### src/rtl/core/two_class_priority_queue_top_macros.svh
// Assertion macros for the two-class priority queue.
// Included by the top level; depends on nothing else.
`ifndef TWO_CLASS_PRIORITY_QUEUE_TOP_MACROS_SVH
`define TWO_CLASS_PRIORITY_QUEUE_TOP_MACROS_SVH
`ifndef NO_ASSERTIONS
// Same-cycle implication, disabled while reset is held.
`define TCPQ_ASSERT_IMPL(lbl, ck, rstn, ante, cons) \
  lbl: assert property (@(posedge ck) disable iff (!(rstn)) (ante) |-> (cons)) \
    else $error("assertion failed");
// Next-cycle implication, disabled while reset is held.
`define TCPQ_ASSERT_NEXT(lbl, ck, rstn, ante, cons) \
  lbl: assert property (@(posedge ck) disable iff (!(rstn)) (ante) |=> (cons)) \
    else $error("assertion failed");
`else
`define TCPQ_ASSERT_IMPL(lbl, ck, rstn, ante, cons)
`define TCPQ_ASSERT_NEXT(lbl, ck, rstn, ante, cons)
`endif
`endif

### src/rtl/core/tcpq_pkg.sv
// Package for the two-class priority queue: codes, widths and FSM type.
// Used by two_class_priority_queue_top; depends on nothing.
`default_nettype none
package tcpq_pkg;

  localparam int unsigned DEPTH_DEF = 16;
  localparam int unsigned ID_W      = 32;
  localparam int unsigned STATUS_W  = 2;

  // Operation codes carried in the input tuser.
  localparam logic OP_ENQ = 1'b0;
  localparam logic OP_DEQ = 1'b1;

  // Entry classes.
  localparam logic CLS_URGENT = 1'b0;
  localparam logic CLS_NORMAL = 1'b1;

  // Result status codes.
  localparam logic [STATUS_W-1:0] ST_OK    = 2'd0;
  localparam logic [STATUS_W-1:0] ST_EMPTY = 2'd1;
  localparam logic [STATUS_W-1:0] ST_FULL  = 2'd2;

  typedef enum logic {
    S_IDLE,
    S_READ
  } tcpq_state_t;

endpackage
`default_nettype wire

### src/rtl/core/two_class_priority_queue_top.sv
// Two-class priority queue: one ring memory per class with pointers and counts.
// Depends on tcpq_pkg and two_class_priority_queue_top_macros.svh.
// An enqueue beat (tuser[0]=0) has its result registered at once. A dequeue
// beat that finds an entry first reads the head from the class ring, a
// synchronous memory with a registered read port, and the read data goes to
// the result register the next cycle. A dequeue on an empty queue has its
// result registered at once. A new beat is taken while the previous result
// waits, as long as that result register is freed at the same edge; a stalled
// output therefore holds off the input. No clearing pass follows reset:
// entries are only read after being written.
`default_nettype none
`include "two_class_priority_queue_top_macros.svh"
module two_class_priority_queue_top
  import tcpq_pkg::*;
#(
  parameter int unsigned DEPTH = DEPTH_DEF
) (
  input  wire logic        clk,
  input  wire logic        rst_n,
  // Input beats.
  input  wire logic        in_tvalid,
  output logic             in_tready,
  input  wire logic [31:0] in_tdata,   // [31:0] entry_id
  input  wire logic [1:0]  in_tuser,   // [0] opcode, [1] urgency
  // Result beats.
  output logic             out_tvalid,
  input  wire logic        out_tready,
  output logic [31:0]      out_tdata,  // [31:0] served_id
  output logic [2:0]       out_tuser   // [1:0] status, [2] served_urgency
);

  localparam int unsigned PTR_W = (DEPTH > 1) ? $clog2(DEPTH) : 1;
  localparam int unsigned CNT_W = $clog2(DEPTH + 1);
  localparam logic [PTR_W-1:0] PTR_LAST = PTR_W'(DEPTH - 1);
  localparam logic [CNT_W-1:0] CNT_FULL = CNT_W'(DEPTH);

  // Ring memories, one per class.
  logic [ID_W-1:0] urg_mem [DEPTH];
  logic [ID_W-1:0] nrm_mem [DEPTH];
  logic [ID_W-1:0] urg_rdata_r;
  logic [ID_W-1:0] nrm_rdata_r;

  // Ring pointers and occupancy counts.
  logic [PTR_W-1:0] urg_rp_r, urg_rp_nxt, urg_wp_r, urg_wp_nxt;
  logic [PTR_W-1:0] nrm_rp_r, nrm_rp_nxt, nrm_wp_r, nrm_wp_nxt;
  logic [CNT_W-1:0] urg_cnt_r, urg_cnt_nxt, nrm_cnt_r, nrm_cnt_nxt;

  tcpq_state_t state_r, state_nxt;
  logic        rd_cls_r, rd_cls_nxt;

  // Result register.
  logic                out_valid_r, out_valid_nxt;
  logic [STATUS_W-1:0] out_status_r, out_status_nxt;
  logic [ID_W-1:0]     out_id_r, out_id_nxt;
  logic                out_cls_r, out_cls_nxt;

  logic in_beat;
  logic in_opcode, in_urgency;
  logic urg_full, nrm_full, urg_empty, nrm_empty;
  logic urg_wr, nrm_wr, urg_rd, nrm_rd;
  logic load_out;

  assign in_opcode  = in_tuser[0];
  assign in_urgency = in_tuser[1];
  assign in_beat    = in_tvalid && in_tready;
  assign urg_full   = (urg_cnt_r == CNT_FULL);
  assign nrm_full   = (nrm_cnt_r == CNT_FULL);
  assign urg_empty  = (urg_cnt_r == '0);
  assign nrm_empty  = (nrm_cnt_r == '0);

  function automatic logic [PTR_W-1:0] ptr_inc(input logic [PTR_W-1:0] p);
    return (p == PTR_LAST) ? '0 : p + PTR_W'(1);
  endfunction

  // Next state.
  always_comb begin
    state_nxt = state_r;
    unique case (state_r)
      S_IDLE: begin
        if (in_beat && in_opcode == OP_DEQ && !(urg_empty && nrm_empty)) begin
          state_nxt = S_READ;
        end
      end
      S_READ: state_nxt = S_IDLE;
      default: state_nxt = S_IDLE;
    endcase
  end

  // Control outputs of the FSM.
  always_comb begin
    in_tready = 1'b0;
    unique case (state_r)
      S_IDLE:  in_tready = !out_valid_r || out_tready;
      S_READ:  in_tready = 1'b0;
      default: in_tready = 1'b0;
    endcase
  end

  // Memory accesses decided by the accepted beat.
  assign urg_wr = in_beat && in_opcode == OP_ENQ && in_urgency == CLS_URGENT && !urg_full;
  assign nrm_wr = in_beat && in_opcode == OP_ENQ && in_urgency == CLS_NORMAL && !nrm_full;
  assign urg_rd = in_beat && in_opcode == OP_DEQ && !urg_empty;
  assign nrm_rd = in_beat && in_opcode == OP_DEQ && urg_empty && !nrm_empty;

  // Pointer and count updates.
  always_comb begin
    urg_rp_nxt  = urg_rd ? ptr_inc(urg_rp_r) : urg_rp_r;
    urg_wp_nxt  = urg_wr ? ptr_inc(urg_wp_r) : urg_wp_r;
    nrm_rp_nxt  = nrm_rd ? ptr_inc(nrm_rp_r) : nrm_rp_r;
    nrm_wp_nxt  = nrm_wr ? ptr_inc(nrm_wp_r) : nrm_wp_r;
    urg_cnt_nxt = urg_cnt_r;
    nrm_cnt_nxt = nrm_cnt_r;
    if (urg_wr) begin
      urg_cnt_nxt = urg_cnt_r + CNT_W'(1);
    end else if (urg_rd) begin
      urg_cnt_nxt = urg_cnt_r - CNT_W'(1);
    end
    if (nrm_wr) begin
      nrm_cnt_nxt = nrm_cnt_r + CNT_W'(1);
    end else if (nrm_rd) begin
      nrm_cnt_nxt = nrm_cnt_r - CNT_W'(1);
    end
    rd_cls_nxt = nrm_rd ? CLS_NORMAL : (urg_rd ? CLS_URGENT : rd_cls_r);
  end

  // Result register: immediate results in idle, read data after a fetch.
  always_comb begin
    load_out       = 1'b0;
    out_status_nxt = out_status_r;
    out_id_nxt     = out_id_r;
    out_cls_nxt    = out_cls_r;
    if (state_r == S_READ) begin
      load_out       = 1'b1;
      out_status_nxt = ST_OK;
      out_id_nxt     = (rd_cls_r == CLS_NORMAL) ? nrm_rdata_r : urg_rdata_r;
      out_cls_nxt    = rd_cls_r;
    end else if (in_beat && !(urg_rd || nrm_rd)) begin
      load_out    = 1'b1;
      out_id_nxt  = '0;
      out_cls_nxt = 1'b0;
      if (in_opcode == OP_DEQ) begin
        out_status_nxt = ST_EMPTY;
      end else if (in_urgency == CLS_URGENT) begin
        out_status_nxt = urg_full ? ST_FULL : ST_OK;
      end else begin
        out_status_nxt = nrm_full ? ST_FULL : ST_OK;
      end
    end
    if (load_out) begin
      out_valid_nxt = 1'b1;
    end else if (out_tready) begin
      out_valid_nxt = 1'b0;
    end else begin
      out_valid_nxt = out_valid_r;
    end
  end

  // Control registers.
  always_ff @(posedge clk) begin
    if (!rst_n) begin
      state_r     <= S_IDLE;
      urg_rp_r    <= '0;
      urg_wp_r    <= '0;
      nrm_rp_r    <= '0;
      nrm_wp_r    <= '0;
      urg_cnt_r   <= '0;
      nrm_cnt_r   <= '0;
      out_valid_r <= 1'b0;
    end else begin
      state_r     <= state_nxt;
      urg_rp_r    <= urg_rp_nxt;
      urg_wp_r    <= urg_wp_nxt;
      nrm_rp_r    <= nrm_rp_nxt;
      nrm_wp_r    <= nrm_wp_nxt;
      urg_cnt_r   <= urg_cnt_nxt;
      nrm_cnt_r   <= nrm_cnt_nxt;
      out_valid_r <= out_valid_nxt;
    end
  end

  // Payload registers.
  always_ff @(posedge clk) begin
    rd_cls_r     <= rd_cls_nxt;
    out_status_r <= out_status_nxt;
    out_id_r     <= out_id_nxt;
    out_cls_r    <= out_cls_nxt;
  end

  // Urgent ring memory, one write and one registered read port.
  always_ff @(posedge clk) begin
    if (urg_wr) begin
      urg_mem[urg_wp_r] <= in_tdata;
    end
    if (urg_rd) begin
      urg_rdata_r <= urg_mem[urg_rp_r];
    end
  end

  // Normal ring memory, one write and one registered read port.
  always_ff @(posedge clk) begin
    if (nrm_wr) begin
      nrm_mem[nrm_wp_r] <= in_tdata;
    end
    if (nrm_rd) begin
      nrm_rdata_r <= nrm_mem[nrm_rp_r];
    end
  end

  assign out_tvalid = out_valid_r;
  assign out_tdata  = out_id_r;
  assign out_tuser  = {out_cls_r, out_status_r};

  // The result register is always free when fetched data arrives.
  `TCPQ_ASSERT_IMPL(a_read_slot_free, clk, rst_n, state_r == S_READ, !out_valid_r)
  // Occupancy never exceeds the ring depth.
  `TCPQ_ASSERT_IMPL(a_cnt_bound, clk, rst_n, 1'b1,
                    urg_cnt_r <= CNT_FULL && nrm_cnt_r <= CNT_FULL)
  // An enqueue into a full urgent ring leaves its count unchanged.
  `TCPQ_ASSERT_NEXT(a_full_drop, clk, rst_n,
                    in_beat && in_opcode == OP_ENQ && in_urgency == CLS_URGENT && urg_full,
                    $stable(urg_cnt_r))
  // A normal entry is only fetched while no urgent entry is held.
  `TCPQ_ASSERT_IMPL(a_urgent_first, clk, rst_n, nrm_rd, urg_empty)

endmodule
`default_nettype wire
### config.mk
export PLATFORM = sky130hd
export DESIGN_NAME = two_class_priority_queue_top
export DESIGN_NICKNAME = d
export VERILOG_FILES = /design/src/rtl/core/tcpq_pkg.sv /design/src/rtl/core/two_class_priority_queue_top.sv
export VERILOG_INCLUDE_DIRS = /design/src /design/src/rtl/core
export SDC_FILE = /design/constraint.sdc
export NUM_CORES = 1
export LEC_CHECK = 0
export BUFFER_PORTS_ARGS = -buffer_cell sky130_fd_sc_hd__buf_2
export CORE_MARGIN = 2
export CORE_UTILIZATION = 56
export DETAILED_ROUTE_END_ITERATION = 12
export PLACE_DENSITY = 0.75
export SLEW_MARGIN = 20
export SYNTH_ARGS = -nofsm -noshare
export SYNTH_HDL_FRONTEND = slang
export SYNTH_SLANG_ARGS = --single-unit
export TNS_END_PERCENT = 20
### constraint.sdc
create_clock -name clk -period 4 [get_ports clk]
set_clock_uncertainty 0.05 [all_clocks]
set_input_delay 0.2 -clock clk [delete_from_list [all_inputs] [get_ports clk]]
set_output_delay 0.2 -clock clk [all_outputs]
set_load 0.01 [all_outputs]
### Word level (Yosys, flattened, before mapping)

Memories as Yosys holds them, arrays and structs flattened. A register that Yosys moved wholly into a read port is not among the register bits.
Cells that the tools add are included.

* memories: 2
* bits in registers: 64
* RAM bits: 1024
* input port bits: 38
* output and inout bits: 37

Memory list
* nrm_mem: depth 16, width 32, read ports 1, clocked after Yosys merged registers in 1, wr ports 1, RTL line two_class_priority_queue_top.sv:39 `logic [ID_W-1:0] nrm_mem [DEPTH];`
* urg_mem: depth 16, width 32, read ports 1, clocked after Yosys merged registers in 1, wr ports 1, RTL line two_class_priority_queue_top.sv:38 `logic [ID_W-1:0] urg_mem [DEPTH];`

* reductions and logical operators: 28
* mux-type cells: 28
* $add $sub $neg: 8
* equality and inequality tests: 6
* bitwise operators: 3

Operator list (count)
* two-way mux 32 bit: 3
* two-way mux 5 bit: 4
* adder 4 x 1 -> 4 bit, second input constant: 4
* equality test 4 bit, second input constant: 4
* two-way mux 4 bit: 4
* logical AND 1 bit: 13
* two-way mux 1 bit: 11
* adder 5 x 1 -> 5 bit, second input constant: 2
* equality test 5 bit, second input constant: 2
* logical NOT 5 bit: 2
* subtractor 5 x 1 -> 5 bit, second input constant: 2
* two-way mux 2 bit: 4
* nonzero test 2 bit: 4
* logical NOT 1 bit: 7
* one-hot mux 1 bit (2 select lines): 2
* NOT 1 bit: 3
* logical OR 1 bit: 2

### Longest topological paths before layout

* depth in word-level cells: 13
* depth in mapped cells: 10
* gate-level depth less buffers: 10

### Worst setup path before layout

Ideal clock, no wire load.

* kind: reg2reg
* start point: register out_valid_r (netlist: out_tvalid)
* end point: memory nrm_mem[0][0] (enable)
* data arrival time: 3.560 ns
* path buffers: 0
* period minus slack after synthesis: 4.071 ns
* library setup time: 0.461 ns
* path slack: -0.071 ns
* stages on the path, launching flop included: 7
* cells stage by stage: dfxtp_1 -> nor2b_4 -> nor3_4 -> nand2_2 -> inv_2 -> nand2_1 -> nor3_1

* longest elaborated chain between the ends: 9

Ends and longest elaborated chain
* start, declared: RTL line two_class_priority_queue_top.sv:52 `logic out_valid_r, out_valid_nxt;`
* start signal, assigned: RTL line two_class_priority_queue_top.sv:177 `out_valid_r <= out_valid_nxt;`
* logical NOT 1 bit: RTL line two_class_priority_queue_top.sv:93 `S_IDLE: in_tready = !out_valid_r || out_tready;`
* logical OR 1 bit: RTL line two_class_priority_queue_top.sv:93
* one-hot mux 1 bit (2 select lines): RTL line two_class_priority_queue_top.sv:92 `unique case (state_r)`
* logical AND 1 bit: RTL line two_class_priority_queue_top.sv:65 `assign in_beat = in_tvalid && in_tready;`
* logical AND 1 bit (3 in a row): RTL line two_class_priority_queue_top.sv:101 `assign nrm_wr = in_beat && in_opcode == OP_ENQ && in_urgency == CLS_NORMAL && !nrm_full;`
* net nrm_wr: RTL line two_class_priority_queue_top.sv:60 `logic urg_wr, nrm_wr, urg_rd, nrm_rd;`
* two-way mux 1 bit: RTL line two_class_priority_queue_top.sv:201 `if (nrm_wr) begin`
* two-way mux 1 bit (implied by the code): RTL line two_class_priority_queue_top.sv:202 `nrm_mem[nrm_wp_r] <= in_tdata;`
* end, declared: RTL line two_class_priority_queue_top.sv:39

The timed path passes the listed nets, and every way through them passes these cells.

### Final worst setup path

* start point: register state_r
* end point: memory nrm_mem[4][16] (enable)

* longest elaborated chain between the ends: 8

Ends and longest elaborated chain
* start, declared: RTL line two_class_priority_queue_top.sv:48 `tcpq_state_t state_r, state_nxt;`
* start signal, assigned: RTL line two_class_priority_queue_top.sv:170 `state_r <= state_nxt;`
* NOT 1 bit: RTL line two_class_priority_queue_top.sv:92
* one-hot mux 1 bit (2 select lines) (*): RTL line two_class_priority_queue_top.sv:92
* logical AND 1 bit (*): RTL line two_class_priority_queue_top.sv:65
* logical AND 1 bit (*) (3 in a row): RTL line two_class_priority_queue_top.sv:101
* net nrm_wr: RTL line two_class_priority_queue_top.sv:60
* two-way mux 1 bit (*): RTL line two_class_priority_queue_top.sv:201
* two-way mux 1 bit (implied by the code) (*): RTL line two_class_priority_queue_top.sv:202

The timed path passes the listed nets; every way through them passes the cells marked *.

==> results.md <==
- Compound-Gate Fraction of Synth Area: 0.0264
- Leading cell type in the layout, fill and taps excluded: edfxtp_1
- Cells after Synth: just over 2k
- Io pins: between 70 and 80
- Syn avg cell area: between 20 and 25 µm²
- Yosys top cell area share: 0.760
- Busiest grt layer: met2
- Sum Neg Setup Slack: 0 ps
- Yosys warnings: 0
- Rel. slew slack: 0.295
- CP Cell Sequence: nand2b_4 -> nor3_4 -> nand2_2 -> inv_2 -> nand2_1 -> nor2_4 -> buf_4
- Max IR drop VDD: 0.354 mV
- Root buffer cell: clkbuf_16
- First-pass GRT wire length: 151000 µm
- Synth area leader: edfxtp_1
- Portion of netlist area occupied by mux cells: 0.152
- Final setup fails: 0
- Cells on worst reg2reg path: 7
- Fraction of the mapped netlist area in simple logic gates: 0.0254
- Worst EP required: between 4000 and 5000 ps
- WP buf/inv: 2
- Drt first pass iters: 5
- Die ar.: just over 0.08 mm²
- Fin crit period: between 3000 and 4000 ps
- # DRC: 0
- Slew @ Worst Pin: 1060 ps
- Final worst slack: approximately 850 ps
- Crit path launch: state_r$_SDFF_PP0_
- Switching pwr: between 6 and 7 mW
- Max Fanout on Critical Path: 19
- Final hold vios: 0
- Slowest cell on crit path: nor2_4
- Longest Clk Path Bufs: 3
- Slew Limit Fails: 0
- Int Power: ~21 mW
- Adder-Cell Fraction of Synth Area: 0.00599
- RSZ-0062 raised after global routing: no
- Placed inst area: roughly 0.046 mm²
- Die height: about 290 µm
- Clock sinks: between 1k and 1.5k
- Netlist cell types: between 50 and 60
- Die outline width: 285 µm
- Final core occ: 0.636
- CP Capture Point: nrm_mem[4][16]$_DFFE_PP_
- HP Class: in2reg
- Layout area overhead: 12.8%
- Vias: 21.6k
- Cell area after synthesis: about 0.044 mm²
- Post-Route WL: roughly 100000 µm
- Post-route design area: 0.0500 mm²
- CP max stage delay: just under 600 ps
- CP top delay family: simple AND/OR/NAND/NOR gates
- CP Launch Type: flip-flop
- Via-to-Cell Ratio: approximately 6.4
- Vias in the first global route: between 20k and 25k
- Port bufs: 74
- Core ar.: around 0.079 mm²
- Initial Util: 0.564
- P_leak: around 15 nW
- Nets@finish: 2264
- Total gr overflow: 0
- GR Util met3: 0.0508
- Initial drt markers: ~2.8k
- ANT cells: 0
- Min-delay src: in_tdata[15]
- #FFs+latches synth: 1152
- Synth top area cells: edfxtp_1, mux4_2, mux2i_1
- Antenna violations before repair: 5
- Max H-tree Level: 3
- Arr. time, crit path: ~3400 ps
- Total Power: 27.1 mW
- Net Sw Frac: 0.236
- Stages on the worst setup path: 7
- Period utilization: 0.788
- WS Path Type: reg2reg
- WL per Instance: 31.0 µm
- R2R setup slack: ~850 ps
- Clock latency on the worst-skew pair: 690 ps
- Met2 usage: 0.402
- Site Rows: around 100
- All-Layer GR Usage: 0.259
- Post-Synth XOR/XNOR Area: 0.00198
- Routability cong.: 0.885
- Part of the power in registers: 0.516
- Gate power share: 0.111
- CTS buffer count: between 100 and 150
- F_max: ~320 MHz
- Clock network fraction of design power: 0.372
- Post-route ant nets: 0
- Largest family of logic cells by synthesized area: multiplexers
- Met1 usage: 0.382
- Most frequent cells in the layout: edfxtp_1, mux4_2, clkbuf_16, mux2i_1, a21oi_1
- Max Cap Viol: 0
- Worst-path clk slew: about 60 ps
- Net Count, Synth: between 2k and 2.5k
- R2R Path Start: state_r$_SDFF_PP0_
- Sequential area share after synthesis: 0.774
- Reg2reg end: nrm_mem[4][16]$_DFFE_PP_
- Largest net degree at the start of global routing: 68
- TritonCTS clock tree: done
- Worst setup EP type: flip-flop
- Share of layout cells above drive strength 1: 0.270
- Power Density: 541 mW/mm²
- HPWL after DPL: 61800 µm
- Status: complete, no violations
- Post-Place Setup Slack: a little over 900 ps
## cells in the mapped netlist, drive strengths merged
cell type,count
a21boi,3
fa,2
dfxtp,31
o211ai,1
nor4,2
a2111oi,1
a21oi,83
nand3b,1
a32o,1
a211oi,66
nor2b,67
mux4,256
nor3,12
a311oi,2
inv,16
nor2,73
or3b,1
xnor2,5
nand3,14
nor3b,1
o21ai,8
a41oi,2
xor2,5
o21a,2
ha,18
and4,1
clkinv,1
mux2i,99
a31oi,3
or3,1
o2bb2ai,1
edfxtp,1121
nand2,36
clkbuf,46
nand2b,5
buf,64
a2111o,1
## power by group through the flow
| stage | Combinational [mW] | Sequential, mW | Clock [mW] |
|---|---|---|---|
| 2_1_floorplan | 2.06 | 14.1 | 0 |
| 3_3_place_gp | 2.94 | 14.2 | 0 |
| 3_5_place_dp | 3.00 | 14.2 | 0 |
| 4_1_cts | 3.03 | 14.0 | 10.2 |
| 5_1_grt | 3.22 | 14.0 | 10.6 |
| 6_report | 3.01 | 14.0 | 10.1 |
## sequential cells by signal (all words and copies together), names as in the netlist
signal	count
out_cls_r	1
out_tdata	32
urg_wp_r	4
urg_mem	512
nrm_mem	512
urg_cnt_r	5
nrm_rp_r	4
out_tvalid	1
urg_rdata_r	32
urg_rp_r	4
nrm_rdata_r	32
nrm_cnt_r	5
nrm_wp_r	4
state_r	1
out_status_r	2
rd_cls_r	1
## repair_timing
item / CTS / global route
setup buffers: 0 / 0
setup endpoints to repair: 0 / 0
hold buffers: 6 / 0
hold endpoints to repair: 8 / 0
gates resized for setup: 0 / 0
## layout make-up
cell class              instances  area (µm²)
clock inverters                67         607
clock buffers                 138        2900
multi-input cells             773        9640
repair buffers                152        1130
fillers                      5128       28600
inverters                      17        63.8
flip-flops and latches       1152       34300
well taps                    1050        1310
## how the worst min path moves through the flow
| stage | endpoint | slack, ps | depth (start not counted) |
|---|---|---|---|
| detailed placement | out_status_r[0]$_SDFFE_PP0P_ | 430 | 1 |
| CTS | urg_mem[2][15]$_DFFE_PP_ | 40 | 1 |
| global placement | nrm_cnt_r[4]$_SDFFE_PN0P_ | 410 | 2 |
| finish | urg_mem[0][15]$_DFFE_PP_ | 60 | 1 |
| global route | nrm_mem[8][27]$_DFFE_PP_ | 70 | 1 |
| floorplan | nrm_mem[0][0]$_DFFE_PP_ | 250 | 0 |
## per-layer routing
| metal | vias to the layer above | part of all wire |
|---|---|---|
| met4 | 4 | 0.026 |
| met3 | 145 | 0.10 |
| met5 | - | 0.00021 |
| li1 | 8797 | - |
| met2 | 1249 | 0.48 |
| met1 | 11400 | 0.40 |
## cells by family after synthesis
logic type / Yosys count
AOI/OAI and AO/OA: 174
xor gates and xnor gates: 10
adders and majority gates: 20
buffers and inverters: 127
DFF: 1152
muxes: 355
and+or+nand+nor: 214
## through the flow
stage	hold slack, ps	std cells
4_1_cts	39.9	3349
6_report	60.9	3349
3_5_place_dp	433	3138
3_3_place_gp	414	3138
2_1_floorplan	249	2052
5_1_grt	71.8	3349
No activity file was read; power rests on OpenSTA's default activity.
